[src/rtl/core/alr_pkg.sv]
// Shared types and constants for the antialiased line rasterizer.
`default_nettype none

package alr_pkg;

   // Configuration register file
   localparam int CSR_INDEX_BITS = 2;
   localparam int CSR_DATA_BITS  = 9;

   localparam logic [CSR_INDEX_BITS-1:0] CSR_BASE_COLOR     = 2'd0;
   localparam logic [CSR_INDEX_BITS-1:0] CSR_INTENSITY_BITS = 2'd1;
   localparam logic [CSR_INDEX_BITS-1:0] CSR_NUM_LEVELS     = 2'd2;

   localparam int BASE_COLOR_BITS = 8;
   localparam int INTEN_SEL_BITS  = 4;
   localparam int LEVELS_BITS     = 9;
   localparam int INTENSITY_BITS  = 9;

   localparam logic [INTENSITY_BITS-1:0] INTENSITY_MAX = '1;

   typedef struct packed {
      logic [BASE_COLOR_BITS-1:0] base_color;
      logic [INTEN_SEL_BITS-1:0]  intensity_bits;
      logic [LEVELS_BITS-1:0]     num_levels;
   } alr_cfg_type;

   localparam alr_cfg_type CFG_RESET = '{
      base_color:     8'd0,
      intensity_bits: 4'd8,
      num_levels:     9'd256
   };

   // Line class decided by the front end
   typedef enum logic [1:0] {
      LK_STRAIGHT,
      LK_YMAJOR,
      LK_XMAJOR
   } line_kind_type;

   // Command word: kind, xneg, stepx, stepy, x0, y0, x1, y1, major, minor
   localparam int CMD_FLAG_BITS = $bits(line_kind_type) + 3;

endpackage

`default_nettype wire

[src/rtl/core/alr_if.sv]
// Request and response channel interfaces of the line rasterizer.
`default_nettype none

interface alr_req_if #(
   parameter int COORD_BITS = 5
) ();
   logic                  valid;
   logic                  ready;
   logic [COORD_BITS-1:0] x_start;
   logic [COORD_BITS-1:0] y_start;
   logic [COORD_BITS-1:0] x_end;
   logic [COORD_BITS-1:0] y_end;

   modport source (output valid, output x_start, output y_start, output x_end,
                   output y_end, input ready);
   modport sink (input valid, input x_start, input y_start, input x_end,
                 input y_end, output ready);
endinterface

interface alr_rsp_if
   import alr_pkg::*;
#(
   parameter int COORD_BITS = 5
) ();
   logic                      valid;
   logic                      ready;
   logic [COORD_BITS-1:0]     pixel_x;
   logic [COORD_BITS-1:0]     pixel_y;
   logic [INTENSITY_BITS-1:0] intensity;
   logic                      last;

   modport source (output valid, output pixel_x, output pixel_y, output intensity,
                   output last, input ready);
   modport sink (input valid, input pixel_x, input pixel_y, input intensity,
                 input last, output ready);
endinterface

`default_nettype wire

[src/rtl/core/alr_queue.sv]
// Small FIFO of classified line commands between front and back end.
`default_nettype none

module alr_queue
   import alr_pkg::*;
#(
   parameter int WIDTH = 35,
   parameter int DEPTH = 2
) (
   input  wire logic             clock,
   input  wire logic             reset,
   input  wire logic             push_valid,
   output logic                  push_ready,
   input  wire logic [WIDTH-1:0] push_data,
   output logic                  pop_valid,
   input  wire logic             pop_ready,
   output logic [WIDTH-1:0]      pop_data
);

   localparam int PTR_W = (DEPTH > 1) ? $clog2(DEPTH) : 1;
   localparam int CNT_W = $clog2(DEPTH + 1);

   logic [WIDTH-1:0] entry_ff [DEPTH];
   logic [PTR_W-1:0] wr_ptr_ff;
   logic [PTR_W-1:0] rd_ptr_ff;
   logic [CNT_W-1:0] count_ff;
   logic [PTR_W-1:0] wr_ptr_in;
   logic [PTR_W-1:0] rd_ptr_in;
   logic             push_fire;
   logic             pop_fire;

   assign push_ready = count_ff != CNT_W'(DEPTH);
   assign pop_valid  = count_ff != '0;
   assign pop_data   = entry_ff[rd_ptr_ff];
   assign push_fire  = push_valid && push_ready;
   assign pop_fire   = pop_valid && pop_ready;

   assign wr_ptr_in = (wr_ptr_ff == PTR_W'(DEPTH - 1)) ? '0 : wr_ptr_ff + PTR_W'(1);
   assign rd_ptr_in = (rd_ptr_ff == PTR_W'(DEPTH - 1)) ? '0 : rd_ptr_ff + PTR_W'(1);

   always_ff @(posedge clock) begin
      if (reset) begin
         wr_ptr_ff <= '0;
         rd_ptr_ff <= '0;
         count_ff  <= '0;
      end else begin
         if (push_fire) begin
            wr_ptr_ff <= wr_ptr_in;
         end
         if (pop_fire) begin
            rd_ptr_ff <= rd_ptr_in;
         end
         if (push_fire && !pop_fire) begin
            count_ff <= count_ff + CNT_W'(1);
         end else if (pop_fire && !push_fire) begin
            count_ff <= count_ff - CNT_W'(1);
         end
      end
   end

   always_ff @(posedge clock) begin
      if (push_fire) begin
         entry_ff[wr_ptr_ff] <= push_data;
      end
   end

endmodule

`default_nettype wire

[src/rtl/core/alr_front.sv]
// Front end: orders the endpoints top to bottom and classifies the line.
`default_nettype none

module alr_front
   import alr_pkg::*;
#(
   parameter int COORD_BITS = 5,
   parameter int CMD_W      = 6 * COORD_BITS + CMD_FLAG_BITS
) (
   alr_req_if.sink           req_bus,
   output logic              cmd_valid,
   input  wire logic         cmd_ready,
   output logic [CMD_W-1:0]  cmd_data
);

   logic                  swap;
   logic [COORD_BITS-1:0] x0;
   logic [COORD_BITS-1:0] y0;
   logic [COORD_BITS-1:0] x1;
   logic [COORD_BITS-1:0] y1;
   logic                  xneg;
   logic [COORD_BITS-1:0] dx;
   logic [COORD_BITS-1:0] dy;
   logic                  straight;
   logic                  ymajor;
   line_kind_type         kind;
   logic [COORD_BITS-1:0] major;
   logic [COORD_BITS-1:0] minor;

   assign swap = req_bus.y_start > req_bus.y_end;
   assign x0   = swap ? req_bus.x_end   : req_bus.x_start;
   assign y0   = swap ? req_bus.y_end   : req_bus.y_start;
   assign x1   = swap ? req_bus.x_start : req_bus.x_end;
   assign y1   = swap ? req_bus.y_start : req_bus.y_end;

   assign xneg = x1 < x0;
   assign dx   = xneg ? x0 - x1 : x1 - x0;
   assign dy   = y1 - y0;

   assign straight = (dy == '0) || (dx == '0) || (dx == dy);
   assign ymajor   = dy > dx;
   assign kind     = straight ? LK_STRAIGHT : (ymajor ? LK_YMAJOR : LK_XMAJOR);
   // for straight lines major is the pixel count minus one
   assign major    = ymajor ? dy : dx;
   assign minor    = ymajor ? dx : dy;

   assign cmd_valid     = req_bus.valid;
   assign req_bus.ready = cmd_ready;
   assign cmd_data      = {kind, xneg, (dx != '0), (dy != '0), x0, y0, x1, y1, major, minor};

endmodule

`default_nettype wire

[src/rtl/core/alr_back.sv]
// Back end: setup divider, Wu stepping and the response output register.
`default_nettype none

module alr_back
   import alr_pkg::*;
#(
   parameter int COORD_BITS = 5,
   parameter int FRAC_BITS  = 16,
   parameter int CMD_W      = 6 * COORD_BITS + CMD_FLAG_BITS
) (
   input  wire logic             clock,
   input  wire logic             reset,
   input  wire alr_cfg_type      cfg,
   input  wire logic             cmd_valid,
   output logic                  cmd_ready,
   input  wire logic [CMD_W-1:0] cmd_data,
   alr_rsp_if.source             rsp_bus
);

   localparam int C      = COORD_BITS;
   localparam int SH_W   = $clog2(FRAC_BITS + 1);
   localparam int SUM_W  = ((FRAC_BITS > INTENSITY_BITS) ? FRAC_BITS : INTENSITY_BITS) + 1;

   typedef enum logic [2:0] {
      S_IDLE,
      S_LINE,
      S_DIV,
      S_FIRST,
      S_MAIN,
      S_NEIGH,
      S_END
   } state_type;

   state_type             state_ff;
   line_kind_type         kind_ff;
   logic                  xneg_ff;
   logic                  stepx_ff;
   logic                  stepy_ff;
   logic [C-1:0]          x_ff;
   logic [C-1:0]          y_ff;
   logic [C-1:0]          x1_ff;
   logic [C-1:0]          y1_ff;
   logic [C-1:0]          major_ff;
   logic [C-1:0]          cnt_ff;
   logic [C-1:0]          rem_ff;
   logic [SH_W-1:0]       div_cnt_ff;
   logic [FRAC_BITS-1:0]  quot_ff;
   logic [FRAC_BITS-1:0]  acc_ff;

   logic                      rsp_valid_ff;
   logic [C-1:0]              pixel_x_ff;
   logic [C-1:0]              pixel_y_ff;
   logic [INTENSITY_BITS-1:0] intensity_ff;
   logic                      last_ff;

   // command fields
   logic [$bits(line_kind_type)-1:0] cmd_kind_bits;
   line_kind_type         cmd_kind;
   logic                  cmd_xneg;
   logic                  cmd_stepx;
   logic                  cmd_stepy;
   logic [C-1:0]          cmd_x0;
   logic [C-1:0]          cmd_y0;
   logic [C-1:0]          cmd_x1;
   logic [C-1:0]          cmd_y1;
   logic [C-1:0]          cmd_major;
   logic [C-1:0]          cmd_minor;

   logic [C-1:0]          xs;
   logic [C:0]            rem_sh;
   logic                  quot_bit;
   logic [C-1:0]          rem_in;
   logic [FRAC_BITS-1:0]  acc_in;
   logic                  carry;
   logic [C-1:0]          main_x_in;
   logic [C-1:0]          main_y_in;
   logic [C-1:0]          neigh_x;
   logic [C-1:0]          neigh_y;
   logic [SH_W-1:0]       ib_sat;
   logic [SH_W-1:0]       shift;
   logic [LEVELS_BITS-1:0] cmask;
   logic [FRAC_BITS-1:0]  weight;
   logic [SUM_W-1:0]      sum_main;
   logic [SUM_W-1:0]      sum_comp;
   logic [INTENSITY_BITS-1:0] inten_main;
   logic [INTENSITY_BITS-1:0] inten_comp;
   logic [INTENSITY_BITS-1:0] inten_base;

   logic                      emit_ok;
   logic                      emit_fire;
   logic [C-1:0]              out_x_in;
   logic [C-1:0]              out_y_in;
   logic [INTENSITY_BITS-1:0] out_inten_in;
   logic                      out_last_in;

   assign {cmd_kind_bits, cmd_xneg, cmd_stepx, cmd_stepy, cmd_x0, cmd_y0, cmd_x1, cmd_y1,
           cmd_major, cmd_minor} = cmd_data;
   assign cmd_kind  = line_kind_type'(cmd_kind_bits);
   assign cmd_ready = state_ff == S_IDLE;

   assign xs = xneg_ff ? '1 : C'(1);

   // restoring division, one quotient bit per cycle; remainder stays below major
   assign rem_sh   = {rem_ff, 1'b0};
   assign quot_bit = rem_sh >= {1'b0, major_ff};
   assign rem_in   = quot_bit ? C'(rem_sh - {1'b0, major_ff}) : C'(rem_sh);

   // minor axis advances when the accumulator wraps
   assign acc_in = acc_ff + quot_ff;
   assign carry  = acc_in <= acc_ff;

   always_comb begin
      if (kind_ff == LK_YMAJOR) begin
         main_x_in = carry ? x_ff + xs : x_ff;
         main_y_in = y_ff + C'(1);
         neigh_x   = x_ff + xs;
         neigh_y   = y_ff;
      end else begin
         main_x_in = x_ff + xs;
         main_y_in = carry ? y_ff + C'(1) : y_ff;
         neigh_x   = x_ff;
         neigh_y   = y_ff + C'(1);
      end
   end

   assign ib_sat = (int'(cfg.intensity_bits) > FRAC_BITS) ? SH_W'(FRAC_BITS)
                                                           : SH_W'(cfg.intensity_bits);
   assign shift  = SH_W'(FRAC_BITS) - ib_sat;
   assign cmask  = cfg.num_levels - LEVELS_BITS'(1);
   assign weight = ((state_ff == S_MAIN) ? acc_in : acc_ff) >> shift;

   assign sum_main = SUM_W'(cfg.base_color) + SUM_W'(weight);
   assign sum_comp = SUM_W'(cfg.base_color) + SUM_W'((SUM_W - 1)'(weight) ^ (SUM_W - 1)'(cmask));

   assign inten_main = (sum_main > SUM_W'(INTENSITY_MAX)) ? INTENSITY_MAX
                                                          : INTENSITY_BITS'(sum_main);
   assign inten_comp = (sum_comp > SUM_W'(INTENSITY_MAX)) ? INTENSITY_MAX
                                                          : INTENSITY_BITS'(sum_comp);
   assign inten_base = INTENSITY_BITS'(cfg.base_color);

   assign emit_ok = !rsp_valid_ff || rsp_bus.ready;

   always_comb begin
      emit_fire    = 1'b0;
      out_x_in     = x_ff;
      out_y_in     = y_ff;
      out_inten_in = inten_base;
      out_last_in  = 1'b0;
      case (state_ff)
         S_LINE: begin
            emit_fire   = emit_ok;
            out_last_in = cnt_ff == '0;
         end
         S_FIRST: begin
            emit_fire = emit_ok;
         end
         S_MAIN: begin
            emit_fire    = emit_ok;
            out_x_in     = main_x_in;
            out_y_in     = main_y_in;
            out_inten_in = inten_main;
         end
         S_NEIGH: begin
            emit_fire    = emit_ok;
            out_x_in     = neigh_x;
            out_y_in     = neigh_y;
            out_inten_in = inten_comp;
         end
         S_END: begin
            emit_fire   = emit_ok;
            out_x_in    = x1_ff;
            out_y_in    = y1_ff;
            out_last_in = 1'b1;
         end
         default: begin
            emit_fire = 1'b0;
         end
      endcase
   end

   always_ff @(posedge clock) begin
      if (reset) begin
         state_ff     <= S_IDLE;
         rsp_valid_ff <= 1'b0;
      end else begin
         if (emit_fire) begin
            rsp_valid_ff <= 1'b1;
            pixel_x_ff   <= out_x_in;
            pixel_y_ff   <= out_y_in;
            intensity_ff <= out_inten_in;
            last_ff      <= out_last_in;
         end else if (rsp_bus.ready) begin
            rsp_valid_ff <= 1'b0;
         end

         case (state_ff)
            S_IDLE: begin
               if (cmd_valid) begin
                  kind_ff    <= cmd_kind;
                  xneg_ff    <= cmd_xneg;
                  stepx_ff   <= cmd_stepx;
                  stepy_ff   <= cmd_stepy;
                  x_ff       <= cmd_x0;
                  y_ff       <= cmd_y0;
                  x1_ff      <= cmd_x1;
                  y1_ff      <= cmd_y1;
                  major_ff   <= cmd_major;
                  rem_ff     <= cmd_minor;
                  div_cnt_ff <= SH_W'(FRAC_BITS);
                  if (cmd_kind == LK_STRAIGHT) begin
                     cnt_ff   <= cmd_major;
                     state_ff <= S_LINE;
                  end else begin
                     cnt_ff   <= cmd_major - C'(1);
                     state_ff <= S_DIV;
                  end
               end
            end
            S_LINE: begin
               if (emit_ok) begin
                  if (cnt_ff == '0) begin
                     state_ff <= S_IDLE;
                  end else begin
                     x_ff   <= stepx_ff ? x_ff + xs : x_ff;
                     y_ff   <= y_ff + C'(stepy_ff);
                     cnt_ff <= cnt_ff - C'(1);
                  end
               end
            end
            S_DIV: begin
               rem_ff     <= rem_in;
               quot_ff    <= {quot_ff[FRAC_BITS-2:0], quot_bit};
               div_cnt_ff <= div_cnt_ff - SH_W'(1);
               if (div_cnt_ff == SH_W'(1)) begin
                  state_ff <= S_FIRST;
               end
            end
            S_FIRST: begin
               if (emit_ok) begin
                  acc_ff   <= '0;
                  state_ff <= S_MAIN;
               end
            end
            S_MAIN: begin
               if (emit_ok) begin
                  acc_ff   <= acc_in;
                  x_ff     <= main_x_in;
                  y_ff     <= main_y_in;
                  state_ff <= S_NEIGH;
               end
            end
            S_NEIGH: begin
               if (emit_ok) begin
                  cnt_ff   <= cnt_ff - C'(1);
                  state_ff <= (cnt_ff == C'(1)) ? S_END : S_MAIN;
               end
            end
            S_END: begin
               if (emit_ok) begin
                  state_ff <= S_IDLE;
               end
            end
            default: begin
               state_ff <= S_IDLE;
            end
         endcase
      end
   end

   assign rsp_bus.valid     = rsp_valid_ff;
   assign rsp_bus.pixel_x   = pixel_x_ff;
   assign rsp_bus.pixel_y   = pixel_y_ff;
   assign rsp_bus.intensity = intensity_ff;
   assign rsp_bus.last      = last_ff;

endmodule

`default_nettype wire

[src/rtl/core/antialiased_line_rasterizer.sv]
// Top level of the antialiased line rasterizer.
// Each request carries two endpoints; the block returns the line's pixels in
// Wu's antialiased style, one response per pixel, the final one with last set.
// A front end classifies the request and parks it in a two-entry command queue,
// so new requests are taken while the back end is still drawing. Horizontal,
// vertical and diagonal lines are stepped directly. Other lines first run the
// setup division in the back end, which retires one quotient bit per cycle;
// then the pixel stepper emits one pixel per cycle through the response
// register, unless response back-pressure stalls it. Configuration registers
// are written through the csr port; the user must write them only while the
// block is idle, and the block itself does not enforce this.
`default_nettype none

module antialiased_line_rasterizer
   import alr_pkg::*;
#(
   parameter int COORD_BITS  = 5,
   parameter int FRAC_BITS   = 16,
   parameter int QUEUE_DEPTH = 2
) (
   input  wire logic                      clock,
   input  wire logic                      reset,
   alr_req_if.sink                        req_bus,
   alr_rsp_if.source                      rsp_bus,
   input  wire logic                      csr_we,
   input  wire logic [CSR_INDEX_BITS-1:0] csr_index,
   input  wire logic [CSR_DATA_BITS-1:0]  csr_wdata
);

   localparam int CMD_W = 6 * COORD_BITS + CMD_FLAG_BITS;

   alr_cfg_type      cfg_ff;
   alr_cfg_type      cfg_in;
   logic             push_valid;
   logic             push_ready;
   logic [CMD_W-1:0] push_data;
   logic             pop_valid;
   logic             pop_ready;
   logic [CMD_W-1:0] pop_data;

   always_comb begin
      cfg_in = cfg_ff;
      case (csr_index)
         CSR_BASE_COLOR:     cfg_in.base_color     = csr_wdata[BASE_COLOR_BITS-1:0];
         CSR_INTENSITY_BITS: cfg_in.intensity_bits = csr_wdata[INTEN_SEL_BITS-1:0];
         CSR_NUM_LEVELS:     cfg_in.num_levels     = csr_wdata[LEVELS_BITS-1:0];
         default:            cfg_in = cfg_ff;
      endcase
   end

   always_ff @(posedge clock) begin
      if (reset) begin
         cfg_ff <= CFG_RESET;
      end else if (csr_we) begin
         cfg_ff <= cfg_in;
      end
   end

   alr_front #(
      .COORD_BITS (COORD_BITS),
      .CMD_W      (CMD_W)
   ) u_front (
      .req_bus   (req_bus),
      .cmd_valid (push_valid),
      .cmd_ready (push_ready),
      .cmd_data  (push_data)
   );

   alr_queue #(
      .WIDTH (CMD_W),
      .DEPTH (QUEUE_DEPTH)
   ) u_queue (
      .clock      (clock),
      .reset      (reset),
      .push_valid (push_valid),
      .push_ready (push_ready),
      .push_data  (push_data),
      .pop_valid  (pop_valid),
      .pop_ready  (pop_ready),
      .pop_data   (pop_data)
   );

   alr_back #(
      .COORD_BITS (COORD_BITS),
      .FRAC_BITS  (FRAC_BITS),
      .CMD_W      (CMD_W)
   ) u_back (
      .clock     (clock),
      .reset     (reset),
      .cfg       (cfg_ff),
      .cmd_valid (pop_valid),
      .cmd_ready (pop_ready),
      .cmd_data  (pop_data),
      .rsp_bus   (rsp_bus)
   );

endmodule

`default_nettype wire

[src/flat_wrapper.sv]
// flat-port wrapper written by rule: the top's interface ports become plain ports
module antialiased_line_rasterizer_flat import alr_pkg::*;
#(
   parameter int COORD_BITS  = 5,
   parameter int FRAC_BITS   = 16,
   parameter int QUEUE_DEPTH = 2
)
  (clock, reset, csr_we, csr_index, csr_wdata, req_bus_valid, req_bus_x_start, req_bus_y_start, req_bus_x_end, req_bus_y_end, req_bus_ready, rsp_bus_valid, rsp_bus_pixel_x, rsp_bus_pixel_y, rsp_bus_intensity, rsp_bus_last, rsp_bus_ready);
  alr_req_if #(.COORD_BITS(COORD_BITS)) req_bus_i ();
  alr_rsp_if #(.COORD_BITS(COORD_BITS)) rsp_bus_i ();
  input  wire logic clock;
  input  wire logic reset;
  input  wire logic csr_we;
  input  wire logic [CSR_INDEX_BITS-1:0] csr_index;
  input  wire logic [CSR_DATA_BITS-1:0] csr_wdata;
  input wire logic [$bits(req_bus_i.valid)-1:0] req_bus_valid;
  input wire logic [$bits(req_bus_i.x_start)-1:0] req_bus_x_start;
  input wire logic [$bits(req_bus_i.y_start)-1:0] req_bus_y_start;
  input wire logic [$bits(req_bus_i.x_end)-1:0] req_bus_x_end;
  input wire logic [$bits(req_bus_i.y_end)-1:0] req_bus_y_end;
  output wire logic [$bits(req_bus_i.ready)-1:0] req_bus_ready;
  output wire logic [$bits(rsp_bus_i.valid)-1:0] rsp_bus_valid;
  output wire logic [$bits(rsp_bus_i.pixel_x)-1:0] rsp_bus_pixel_x;
  output wire logic [$bits(rsp_bus_i.pixel_y)-1:0] rsp_bus_pixel_y;
  output wire logic [$bits(rsp_bus_i.intensity)-1:0] rsp_bus_intensity;
  output wire logic [$bits(rsp_bus_i.last)-1:0] rsp_bus_last;
  input wire logic [$bits(rsp_bus_i.ready)-1:0] rsp_bus_ready;
  assign req_bus_i.valid = req_bus_valid;
  assign req_bus_i.x_start = req_bus_x_start;
  assign req_bus_i.y_start = req_bus_y_start;
  assign req_bus_i.x_end = req_bus_x_end;
  assign req_bus_i.y_end = req_bus_y_end;
  assign req_bus_ready = req_bus_i.ready;
  assign rsp_bus_valid = rsp_bus_i.valid;
  assign rsp_bus_pixel_x = rsp_bus_i.pixel_x;
  assign rsp_bus_pixel_y = rsp_bus_i.pixel_y;
  assign rsp_bus_intensity = rsp_bus_i.intensity;
  assign rsp_bus_last = rsp_bus_i.last;
  assign rsp_bus_i.ready = rsp_bus_ready;
  antialiased_line_rasterizer #(.COORD_BITS(COORD_BITS), .FRAC_BITS(FRAC_BITS), .QUEUE_DEPTH(QUEUE_DEPTH)) u_core (.clock(clock), .reset(reset), .req_bus(req_bus_i), .rsp_bus(rsp_bus_i), .csr_we(csr_we), .csr_index(csr_index), .csr_wdata(csr_wdata));
endmodule
[config.mk]
export PLATFORM = sky130hd
export DESIGN_NAME = antialiased_line_rasterizer_flat
export DESIGN_NICKNAME = d
export VERILOG_FILES = /design/src/rtl/core/alr_pkg.sv /design/src/rtl/core/alr_if.sv /design/src/rtl/core/alr_queue.sv /design/src/rtl/core/alr_front.sv /design/src/rtl/core/alr_back.sv /design/src/rtl/core/antialiased_line_rasterizer.sv /design/src/flat_wrapper.sv
export SDC_FILE = /design/constraint.sdc
export NUM_CORES = 1
export LEC_CHECK = 0
export BUFFER_PORTS_ARGS = -buffer_cell sky130_fd_sc_hd__buf_2
export CORE_AREA = 2 2 188 153
export CTS_BUF_LIST = sky130_fd_sc_hd__clkbuf_2
export CTS_CLUSTER_DIAMETER = 60
export DETAILED_ROUTE_END_ITERATION = 7
export DIE_AREA = 0 0 190 155
export GPL_TIMING_DRIVEN = 0
export PLACE_DENSITY = 0.69
export SLEW_MARGIN = 15
export SYNTH_ARGS = -nofsm -noshare
export SYNTH_HDL_FRONTEND = slang
export SYNTH_SLANG_ARGS = --single-unit
export TNS_END_PERCENT = 100
[constraint.sdc]
create_clock -name clock -period 6.53 [get_ports clock]
set_input_delay 1.959 -clock clock [delete_from_list [all_inputs] [get_ports clock]]
set_output_delay 1.959 -clock clock [all_outputs]
set_load 0.01 [all_outputs]
* Yosys cells after proc, flatten, opt, wreduce, memory -nomap -nowiden
Memory sizes are Yosys's and may differ from the RTL's. A register that Yosys moved wholly into a read port is not among the register bits.
Index checks and enable logic that the tools add are counted.
W data, S select, Z words.
** Storage, ports and cells
- Register bits after elaboration :: 126
- Memories :: 1
- Word-level logic and storage cells :: 187
- Bits in writable memories :: 70
** Memory list
- u_core.u_queue.entry_ff :: words 2, bits a word 35, rd ports 1, clocked after Yosys merged registers in 1, write ports 1, RTL line alr_queue.sv:23 : logic [WIDTH-1:0] entry_ff [DEPTH];
** Operators by class
- Bitwise operators :: 2
- Magnitude comparators :: 7
- Add/sub/neg operators :: 19
- Shifts and indexed selects :: 1
- Reductions and logical operators :: 38
- Mux-type cells :: 70
- Eq/ne operators :: 23
** Operator list (count)
- $mux W5 :: 31
- $pmux W5 S3 :: 5
- $mux W16 :: 3
- $add A8 B16 Y17 :: 2
- $gt A17 B9 Y1 const B :: 2
- $pmux W16 S2 :: 1
- $mux W3 :: 8
- $ne A2 B2 Y1 const B :: 11
- $pmux W3 S7 :: 1
- $pmux W5 S2 :: 2
- $sub A5 B5 Y5 :: 4
- $mux W9 :: 2
- $pmux W9 S2 :: 1
- $add A16 B16 Y16 :: 1
- $le A16 B16 Y1 :: 1
- $shr A16 B5 Y16 :: 1
- $xor A16 B9 Y16 :: 1
- $logic_not A5 Y1 :: 3
- $sub A5 B1 Y5 const B :: 3
- $mux W2 :: 6
- $reduce_and A6 Y1 :: 2
- $eq A5 B1 Y1 const B :: 2
- $gt A5 B5 Y1 :: 2
- $reduce_and A2 Y1 :: 5
- 32 further kinds :: 60

* Logic depth before layout (Yosys ltp)
Gate-level depths: netlist of the first run.
- Depth in word-level cells :: 8
- Depth in mapped cells :: 30
- Depth with buffers taken out :: 30

* By module
From an unflattened synthesis of the first run, not the netlist that was laid out.
** Second synthesis, totals
- Cell total of the unflattened synthesis :: 1444
- Area total of the unflattened synthesis :: 14076.0 um2
** Modules (own cells, without submodules)
- alr_back :: seq. area each 2992.9 um2, instances 1, cells each 1004, area an instance 8997.4 um2
- alr_queue :: seq. area each 2202.1 um2, instances 1, cells each 133, area an instance 2738.9 um2
- alr_front :: seq. area each 0.0 um2, instances 1, cells each 224, area an instance 1457.6 um2
- antialiased_line_rasterizer :: seq. area each 420.4 um2, instances 1, cells each 83, area an instance 882.1 um2

* Least setup slack after synthesis of the first run
OpenSTA, ideal clock, no wires.
- Path type :: input port to flip-flop
- Start point :: in req_bus_y_end[1]
- End point :: mem u_core.u_queue.entry_ff[0][1], data pin
- Arrival :: 6.022 ns
- Setup time :: 0.279 ns
- Slack :: 0.229 ns
- Data required time :: 6.251 ns
- Stages :: 23
- Buffers on the path :: 2
- Cell sequence :: inv_1 > ha_1 > nor2b_1 > o21a_1 > o21a_1 > o21a_1 > o21ai_1 > clkbuf_1 > nand2_1 > o21a_1 > ha_1 > a221oi_1 > nor2_1 > xnor2_1 > ha_1 > o21a_1 > o21a_1 > o21ai_0 > nand2b_1 > nor2b_1 > buf_1 > nor2_1 > a21oi_1
** On the way
- Cells in the longest elaborated chain, start to end :: 6
** Ends and longest elaborated chain
- from (decl) :: RTL line flat_wrapper.sv:20 : input wire logic [$bits(req_bus_i.y_end)-1:0] req_bus_y_end;
- $gt A5 B5 Y1 :: RTL line alr_front.sv:30 : assign swap = req_bus.y_start > req_bus.y_end;
- $mux W5, on equally long branches :: RTL line alr_front.sv:33, alr_front.sv:31
- $sub A5 B5 Y5 / $lt A5 B5 Y1 (equally long branches) :: RTL line alr_front.sv:37, alr_front.sv:36
- $mux W5 :: RTL line alr_front.sv:37 : assign dx = xneg ? x0 - x1 : x1 - x0;
- $gt A5 B5 Y1 :: RTL line alr_front.sv:41 : assign ymajor = dy > dx;
- $mux W5 * :: RTL line alr_front.sv:45 : assign minor = ymajor ? dx : dy;
- net u_core.push_data[1] :: RTL line antialiased_line_rasterizer.sv:36 : logic [CMD_W-1:0] push_data;
- to (decl) :: RTL line alr_queue.sv:23
Mark *: on every way through the listed nets, which the timed path passes. The rest lies on a longest branch.

* Final worst setup path of the first run
- Start point :: reg u_core.u_back.acc_ff[10]
- End point :: reg u_core.u_back.intensity_ff[0], in the netlist u_core.u_back.rsp_bus.intensity[0], data pin
** On the way
- Cells in the longest elaborated chain, start to end :: 8
** Ends and longest elaborated chain
- from (decl) :: RTL line alr_back.sv:48 : logic [FRAC_BITS-1:0] acc_ff;
- from (signal assigned) :: RTL line alr_back.sv:246 : acc_ff <= acc_in;
- $add A16 B16 Y16 :: RTL line alr_back.sv:109 : assign acc_in = acc_ff + quot_ff;
- $mux W16 * :: RTL line alr_back.sv:130 : assign weight = ((state_ff == S_MAIN) ? acc_in : acc_ff) >> shift;
- $shr A16 B5 Y16 * :: RTL line alr_back.sv:130
- $xor A16 B9 Y16 :: RTL line alr_back.sv:133 : assign sum_comp = SUM_W'(cfg.base_color) + SUM_W'((SUM_W - 1)'(weight) ^ (SUM_W - 1)'(cmask));
- $add A8 B16 Y17 :: RTL line alr_back.sv:133
- $gt A17 B9 Y1 :: RTL line alr_back.sv:137 : assign inten_comp = (sum_comp > SUM_W'(INTENSITY_MAX)) ? INTENSITY_MAX
- $mux W9 :: RTL line alr_back.sv:137
- $pmux W9 S2 * :: RTL line alr_back.sv:149 : case (state_ff)
- net u_core.u_back.out_inten_in[0] :: RTL line alr_back.sv:93 : logic [INTENSITY_BITS-1:0] out_inten_in;
- to (signal assigned) :: RTL line alr_back.sv:190 : intensity_ff <= out_inten_in;
- to (decl) :: RTL line alr_back.sv:53 : logic [INTENSITY_BITS-1:0] intensity_ff;
Marked as above.
A chain may end at the register's enable or synchronous reset.

==> metrics.md, run 1 <==
| Metric | Value |
|---|---|
| Grt ovf | `0` |
| Post-Route Hold Slack | `0.506 ns` |
| Starting utilization of the core area | `roughly half` |
| Top FF cell, synth | `sky130_fd_sc_hd__edfxtp_1` |
| Crit path to | `u_core.u_back.rsp_bus.intensity[0]$_DFFE_PP_` |
| Peak supply drop | `0.143 mV` |
| Maximum number of pins on one net before global-route repair | `31` |
| Worst Reg-to-Reg Cells | `25` |
| Buf+Inv Stages, Crit Path | `1` |
| Cell with the largest stage delay on the worst path | `sky130_fd_sc_hd__edfxtp_1` |
| Count of buffers from port buffering | `52` |
| Width of the die | `190 µm` |
| Number of global-route vias before repair | `10300` |
| Number of enable-type register cells in the synthesized netlist | `between 150 and 200` |
| Sequential cell area | `5620 µm²` |
| Kind of start point of the critical path | `register` |
| Setup violations, final | `0` |
| Final routed DRC violation total | `0` |
| Placeable Area | `27700 µm²` |
| YS warnings | `0` |
| Slew of the pin with the lowest slew margin | `~0.98 ns` |
| Leading post-synthesis cells by cell area | `sky130_fd_sc_hd__edfxtp_1 (37%), sky130_fd_sc_hd__ha_1 (7.3%), sky130_fd_sc_hd__mux2i_1 (4.7%)` |
| Area enclosed by the die boundary | `29500 µm²` |
| Data required time of the worst path | `~7.3 ns` |
| Share of cells above drive strength 1 | `15.3%` |
| Final hold violation count | `0` |
| Class of the tightest hold or removal check | `register to register` |
| Power per cell area | `316 nW/µm²` |
| Buffer depth of the longest clock path | `2` |
| Cell area after synthesis | `~14000 µm²` |
| Post-synthesis cell type with the largest combined area | `sky130_fd_sc_hd__edfxtp_1` |
| Iter 0 DRT Violations | `777` |
| Area growth from synthesis to layout | `10.7%` |
| Antenna viol nets, final | `0` |
| Dpl hpwl | `25400 µm` |
| Number of instances in the synthesized netlist | `1412` |
| Worst-path fanout max | `10` |
| Register-to-register path setup slack | `around 0.24 ns` |
| RR Startpoint | `u_core.u_back.acc_ff[10]$_SDFFCE_PN0P_` |
| Clock latency of the later-clocked register in the worst-skew pair | `0.85 ns` |
| #FFs+latches synth | `197` |
| Area share of the largest cell type after synthesis | `36.8%` |
| CP endpoint kind | `register` |
| CTS buffer count | `17` |
| Placer congestion estimate | `between 0.8 and 0.9` |
| Most common cell after layout, fill and taps aside | `sky130_fd_sc_hd__edfxtp_1` |
| Crit path depth | `25` |
| Worst EP arrival | `7.00 ns` |
| Mean cell area of the mapped netlist | `around 9.7 µm²` |
| CTS H-Tree Depth | `4` |
| First-pass GRT wire length | `53200 µm` |
| Fraction of synthesis flops using an asynchronous set or reset pin | `0%` |
| Global router's overall resource usage | `22.6%` |
| CTS tree | `yes` |
| Die boundary height | `155 µm` |
| Total wire length after detailed routing | `33500 µm` |
| Design Power | `0.00478 W` |
| Longest individual stage delay on the worst path | `0.58 ns` |
| Count of cell types in the netlist | `94` |
| Run status | `completed` |
| Total count of max-transition violations in the final report | `0` |
| Maximum clock frequency | `~160 MHz` |
| Vias per std cell | `between 5 and 6` |
| Commonest non-fill, non-tap cells in the layout | `sky130_fd_sc_hd__edfxtp_1 (167), sky130_fd_sc_hd__nor2_1 (137), sky130_fd_sc_hd__a21oi_1 (103)` |
| Number of inserted filler cells in the final layout | `roughly 2500` |
| Routed wirelength normalized by instance count | `17.7 µm` |
| Start point of the critical path | `u_core.u_back.acc_ff[10]$_SDFFCE_PN0P_` |
| Number of nets in the final layout | `1622` |
| Root Driver | `sky130_fd_sc_hd__clkbuf_2` |
| Fin crit period | `6.29 ns` |
| Relative slew margins | `34.7%` |
| DRT Pass-1 Iters | `7` |
| Utilization of the core after routing | `54.4%` |
| Cell family with the largest share of critical-path delay | `compound AO/OA/AOI/OAI gates` |
| Startpoint-to-endpoint class of the critical path | `register to register` |
| Register area share after synthesis | `approximately two fifths` |
| Total negative setup slack | `0 ns` |
| Max Cap Viol | `0` |
| Share of the cycle needed by the critical path after routing | `96.3%` |
| Static power due to leakage | `5.86 nW` |
| Clock sinks | `197` |
| Post-Syn Nets | `about 1500` |
| Worst r2r dst | `u_core.u_back.rsp_bus.intensity[0]$_DFFE_PP_` |
| Clock-pin slew on the worst setup and hold paths | `0.37 ns` |
| Total via count in the routed design | `10800` |
| Core Rows | `55` |
| Number of top-level pins | `58` |
| Antenna violations before repair | `1` |
| Multi-input gate area | `7650 µm²` |
| Layout Skew | `0.0853 ns` |
[per-stage QoR]
stage	setup slack [ns]	cells	area, µm²
3_3_place_gp	-0.731	1834	14400
6_report	0.242	1885	15100
2_1_floorplan	0.229	1412	13600
3_5_place_dp	-0.799	1841	14500
4_1_cts	0.0106	1872	14800
5_1_grt	-0.0156	1885	15100
[report_power, final]
| part | switching, W | internal, W | total, W |
|---|---|---|---|
| Combinational | 0.00132 | 0.000857 | 0.00217 |
| Clock | 0.000528 | 0.000191 | 0.000720 |
| Sequential | 0.000144 | 0.00174 | 0.00189 |
| Total | 0.00199 | 0.00279 | 0.00478 |
[synthesized netlist by cell type (3+ instances only)]
cell,instances
sky130_fd_sc_hd__inv_1,84
sky130_fd_sc_hd__a21oi_1,113
sky130_fd_sc_hd__a22oi_1,6
sky130_fd_sc_hd__nor2_1,140
sky130_fd_sc_hd__o31ai_1,4
sky130_fd_sc_hd__clkbuf_1,41
sky130_fd_sc_hd__o21a_1,27
sky130_fd_sc_hd__nor4_1,11
sky130_fd_sc_hd__a221oi_1,8
sky130_fd_sc_hd__o211ai_1,8
sky130_fd_sc_hd__xnor2_1,48
sky130_fd_sc_hd__nor2b_1,19
sky130_fd_sc_hd__nor3b_1,4
sky130_fd_sc_hd__mux2_2,31
sky130_fd_sc_hd__maj3_1,3
sky130_fd_sc_hd__a21oi_2,4
sky130_fd_sc_hd__o22ai_1,13
sky130_fd_sc_hd__a2bb2oi_1,3
sky130_fd_sc_hd__o221a_2,3
sky130_fd_sc_hd__and2_1,15
sky130_fd_sc_hd__nand2b_1,18
sky130_fd_sc_hd__a211oi_1,14
sky130_fd_sc_hd__and3_1,9
sky130_fd_sc_hd__mux2i_1,64
sky130_fd_sc_hd__edfxtp_1,167
sky130_fd_sc_hd__a31oi_1,10
sky130_fd_sc_hd__a21o_1,18
sky130_fd_sc_hd__xor2_1,32
sky130_fd_sc_hd__ha_1,80
sky130_fd_sc_hd__buf_1,8
sky130_fd_sc_hd__o21ai_1,11
sky130_fd_sc_hd__buf_2,14
sky130_fd_sc_hd__nand3_1,25
sky130_fd_sc_hd__or3_1,7
sky130_fd_sc_hd__nand4_1,19
sky130_fd_sc_hd__fa_1,5
sky130_fd_sc_hd__o21ai_0,65
sky130_fd_sc_hd__o221ai_1,9
sky130_fd_sc_hd__or2_2,3
sky130_fd_sc_hd__nor3_1,44
sky130_fd_sc_hd__a211o_1,7
sky130_fd_sc_hd__nand3b_1,5
sky130_fd_sc_hd__dfxtp_1,30
sky130_fd_sc_hd__nand2_1,101
[registers in the layout, summed over array words and instances (netlist names), 9 cells and up, named ones only]
name,count
u_core.u_queue.entry_ff,70
u_core.u_back.quot_ff,16
u_core.cfg_ff,21
u_core.u_back.acc_ff,16
u_core.u_back.rsp_bus.intensity,9
[how the worst min path moves through the flow]
stage,to,slack [ns],start,cells after the start
CTS,u_core.u_back.quot_ff[12]$_DFFE_PP_,0.51,u_core.u_back.quot_ff[11]$_DFFE_PP_,0
finish,u_core.u_back.quot_ff[9]$_DFFE_PP_,0.51,u_core.u_back.quot_ff[8]$_DFFE_PP_,0
floorplan,u_core.u_back.quot_ff[10]$_DFFE_PP_,0.43,u_core.u_back.quot_ff[9]$_DFFE_PP_,0
global route,u_core.u_back.quot_ff[12]$_DFFE_PP_,0.52,u_core.u_back.quot_ff[11]$_DFFE_PP_,0
detailed placement,u_core.u_back.quot_ff[12]$_DFFE_PP_,0.45,u_core.u_back.quot_ff[11]$_DFFE_PP_,0
global placement,u_core.u_back.quot_ff[10]$_DFFE_PP_,0.44,u_core.u_back.quot_ff[9]$_DFFE_PP_,0
[what timing repair did]
| item | 4_1_cts | 5_1_grt |
|---|---|---|
| pin swaps | 0 | 11 |
| endpoints found under the setup margin | 9 | 25 |
| buffers inserted | 0 | 10 |
| hold buffers | 0 | 0 |
| resized for setup | 4 | 45 |
| cloned | 0 | 1 |
[final cells by class]
class                      instances  area share (%)
multi-input combinational       1063            50.7
sequential                       197            37.2
tap                              370            3.07
timing repair buffer              70            2.87
inverter                          86            2.15
buffer                            66            1.91
clock inverter                    15            1.55
clock buffer                      17           0.564
antenna                            1          0.0166
[per-layer routing]
metal	GRT usage, %	vias to the layer above	part of all wire (%)
li1	-	5370	-
met1	31.0	5137	46
met2	38.0	280	47
met3	3.05	49	4.6
met4	5.57	0	1.9
met5	0	-	0
[cells by family after synthesis]
family / Yosys count / share of synthesized area [%]
muxes: 96 / 7.42
DFF: 197 / 41.2
adders and majority gates: 88 / 8.30
xor gates and xnor gates: 80 / 5.14
AOI/OAI and AO/OA: 363 / 18.0
buffers and inverters: 153 / 4.46
and+or+nand+nor: 435 / 15.5
(Power assumes the default switching activity.)
==> run 2: changes to the inputs <==
==> constraint.sdc (replaced) <==
create_clock -name clock -period 5.6 [get_ports clock]
set_input_delay 1.68 -clock clock [delete_from_list [all_inputs] [get_ports clock]]
set_output_delay 1.68 -clock clock [all_outputs]
set_load 0.01 [all_outputs]
==> run 2 against run 1 <==
  * Non-clock buffer count up 45
  * Clock-buffer cell count stayed put
  * The flow now finishes with violations (setup timing)
  * First-iteration DRC count is 15% higher
  * Final cell count grew 2.4%
  * Fmax is 5.6% higher
==> metrics.md, run 2 (same netlist as run 1, synthesis figures left out) <==
| Metric | Value |
|---|---|
| Power per cell area | `360 nW/µm² (+14%)` |
| Fin area | `16100 µm² (+6.3%)` |
| Root Driver | `sky130_fd_sc_hd__clkbuf_2` |
| Kind of start point of the critical path | `register` |
| Largest regs | `u_core.u_queue.entry_ff (70), u_core.cfg_ff (21)` |
| Dpl hpwl | `25800 µm (+1.8%)` |
| CTS buffer count | `17 (unchanged)` |
| Register with the most flip-flops | `u_core.u_queue.entry_ff` |
| Data required time of the worst path | `6.21 ns (-1.04 ns)` |
| Peak supply drop | `0.207 mV (+46%)` |
| Core Rows | `55 (unchanged)` |
| Violations in the final reports | `setup timing` |
| Final hold violation count | `0 (unchanged)` |
| Grt ovf | `0 (unchanged)` |
| Final Worst Setup Slack | `-0.354 ns (-0.597 ns)` |
| Max Cap Viol | `0 (unchanged)` |
| Starting utilization of the core area | `49.2% (unchanged)` |
| Worst-path fanout max | `7 (-3)` |
| Final routed DRC violation total | `0 (unchanged)` |
| Class of the tightest hold or removal check | `register to register` |
| Placer congestion estimate | `0.938 (+4.4%)` |
| Share of the cycle needed by the critical path after routing | `106% (+10 points)` |
| Fin crit period | `5.95 ns (-0.333 ns)` |
| Total negative setup slack | `-2.66 ns (-2.66 ns)` |
| CP endpoint kind | `register` |
| Width of the die | `190 µm (unchanged)` |
| Maximum number of pins on one net before global-route repair | `31 (unchanged)` |
| Utilization of the core after routing | `57.9% (+3.5 points)` |
| Vias per std cell | `5.90 (+2.7%)` |
| Number of top-level pins | `58 (unchanged)` |
| Iter 0 DRT Violations | `891 (+15%)` |
| Static power due to leakage | `6.21 nW (+6.0%)` |
| Total wire length after detailed routing | `35300 µm (+5.6%)` |
| Antenna viol nets, final | `0 (unchanged)` |
| First-pass GRT wire length | `55400 µm (+4.3%)` |
| Clock-pin slew on the worst setup and hold paths | `0.36 ns (about the same)` |
| Number of global-route vias before repair | `10700 (+3.9%)` |
| Clock sinks | `197 (unchanged)` |
| Maximum clock frequency | `168 MHz (+5.6%)` |
| Die boundary height | `155 µm (unchanged)` |
| Most common cell after layout, fill and taps aside | `sky130_fd_sc_hd__edfxtp_1` |
| Buffer depth of the longest clock path | `2 (unchanged)` |
| Commonest non-fill, non-tap cells in the layout | `sky130_fd_sc_hd__edfxtp_1 (167), sky130_fd_sc_hd__nor2_1 (135), sky130_fd_sc_hd__nand2_1 (99)` |
| Total count of max-transition violations in the final report | `0 (unchanged)` |
| Layout Skew | `0.0618 ns (-0.0235 ns)` |
| Number of buffers inserted by hold repair at cts | `0 (unchanged)` |
| Placeable Area | `27700 µm² (unchanged)` |
| Relative slew margins | `16.4% (-18 points)` |
| CTS H-Tree Depth | `4 (unchanged)` |
| Setup violations, final | `9 (+9)` |
| DRT Pass-1 Iters | `6 (-1)` |
| Total via count in the routed design | `11400 (+5.1%)` |
| Placed standard-cell area | `14500 µm² (+0.44%)` |
| Startpoint-to-endpoint class of the critical path | `register to register` |
| Count of buffers from port buffering | `52 (unchanged)` |
| Placement-stage worst setup slack | `-1.21 ns (-0.410 ns)` |
| Share of cells above drive strength 1 | `22.7% (+7.4 points)` |
| Run status | `complete, but fails checks` |
| Antenna violations before repair | `1 (unchanged)` |
| Slew of the pin with the lowest slew margin | `1.25 ns (+0.274 ns)` |
| Global router's overall resource usage | `23.5% (+0.91 points)` |
| Routed wirelength normalized by instance count | `18.3 µm (+3.2%)` |
| Post-Route Hold Slack | `0.506 ns (+0.000643 ns)` |
| Area growth from synthesis to layout | `17.8%` |
| Area enclosed by the die boundary | `29500 µm² (unchanged)` |
| Worst EP arrival | `6.56 ns (-0.44 ns)` |
| Flip-flop count of the largest register after layout | `70 (unchanged)` |
| Number of nets in the final layout | `1667 (+2.8%)` |
| RSZ-0062 raised after global routing | `yes` |
| CTS tree | `yes` |
| Clock latency of the later-clocked register in the worst-skew pair | `0.82 ns (-0.03 ns)` |
==> run 2: changes by cell type in the layout (fill, tap and decap cells not counted), sizes merged <==
cell | before | now
buf | 93 | 140
clkinv | 7 | 8
bufinv | 1 | 0
clkbuf | 60 | 58
==> run 2: final timing paths <==
kind	from	to	slack (ns)	cells past startpoint
setup reg to reg	u_core.u_back.acc_ff[3]$_SDFFCE_PN0P_	u_core.u_back.rsp_bus.intensity[2]$_DFFE_PP_	-0.35	27
hold / removal	u_core.u_back.quot_ff[8]$_DFFE_PP_	u_core.u_back.quot_ff[9]$_DFFE_PP_	0.51	0
hold reg to reg	u_core.u_back.quot_ff[8]$_DFFE_PP_	u_core.u_back.quot_ff[9]$_DFFE_PP_	0.51	0
setup / recovery	u_core.u_back.acc_ff[3]$_SDFFCE_PN0P_	u_core.u_back.rsp_bus.intensity[2]$_DFFE_PP_	-0.35	27
==> run 2: through the flow <==
stage | instances | power (W)
after global routing | 1930 | 0.00616
after detailed placement | 1841 | 0.00469
final | 1930 | 0.00577
after CTS | 1897 | 0.00559
after global placement | 1834 | 0.00459
after floorplan | 1412 | 0.00405
==> run 2: area by class of cell <==
| class | count | area [µm²] |
|---|---|---|
| multi-input combinational | 1063 | 8210 |
| timing repair buffer | 115 | 795 |
| clock buffer | 17 | 85.1 |
| fill | 2378 | 11700 |
| antenna | 1 | 2.50 |
| tap | 370 | 463 |
| buffer | 66 | 342 |
| inverter | 86 | 328 |
| sequential | 197 | 5620 |
| clock inverter | 15 | 216 |
==> run 2: critical path: stages (launching register included) <==
cell and delay (ns):
sky130_fd_sc_hd__edfxtp_1 0.55, sky130_fd_sc_hd__ha_4 0.32, sky130_fd_sc_hd__o211ai_2 0.11, sky130_fd_sc_hd__o21ai_4 0.31
sky130_fd_sc_hd__a21boi_4 0.11, sky130_fd_sc_hd__o311ai_4 0.37, sky130_fd_sc_hd__mux2i_2 0.36, sky130_fd_sc_hd__buf_4 0.19
sky130_fd_sc_hd__and2_4 0.13, sky130_fd_sc_hd__buf_6 0.13, sky130_fd_sc_hd__a311oi_4 0.10, sky130_fd_sc_hd__nand2_1 0.13
sky130_fd_sc_hd__a21o_1 0.23, sky130_fd_sc_hd__inv_1 0.07, sky130_fd_sc_hd__ha_1 0.27, sky130_fd_sc_hd__a21o_1 0.19
sky130_fd_sc_hd__a21oi_2 0.18, sky130_fd_sc_hd__o21ai_2 0.07, sky130_fd_sc_hd__a21oi_2 0.19, sky130_fd_sc_hd__nor2b_1 0.08
sky130_fd_sc_hd__or3_4 0.34, sky130_fd_sc_hd__a21oi_2 0.17, sky130_fd_sc_hd__nor3_2 0.09, sky130_fd_sc_hd__nand3_1 0.15
sky130_fd_sc_hd__mux2i_4 0.32, sky130_fd_sc_hd__nand4_4 0.19, sky130_fd_sc_hd__a221oi_2 0.29, sky130_fd_sc_hd__o21ai_2 0.11
==> run 2: report_power, final <==
group          total [W]  internal [W]  switching [W]
logic            0.00277       0.00113        0.00164
clock network   0.000802      0.000182       0.000620
registers        0.00220       0.00203       0.000168
total            0.00577       0.00334        0.00243
==> run 2: metal layers <==
layer	share of wire [%]	vias to the layer above	routed length [µm]	track usage, %
li1	-	5472	-	-
met1	45	5505	15900	32.0
met2	48	361	16900	40.1
met3	5.3	53	1870	3.09
met4	1.9	0	684	5.35
met5	0	-	0	0
==> run 2: timing repair <==
action / 4_1_cts / 5_1_grt
endpoints found under the setup margin: 9 / 23
buffers inserted: 25 / 31
gates resized for setup: 75 / 85
pin swaps: 22 / 48
gates cloned: 0 / 1
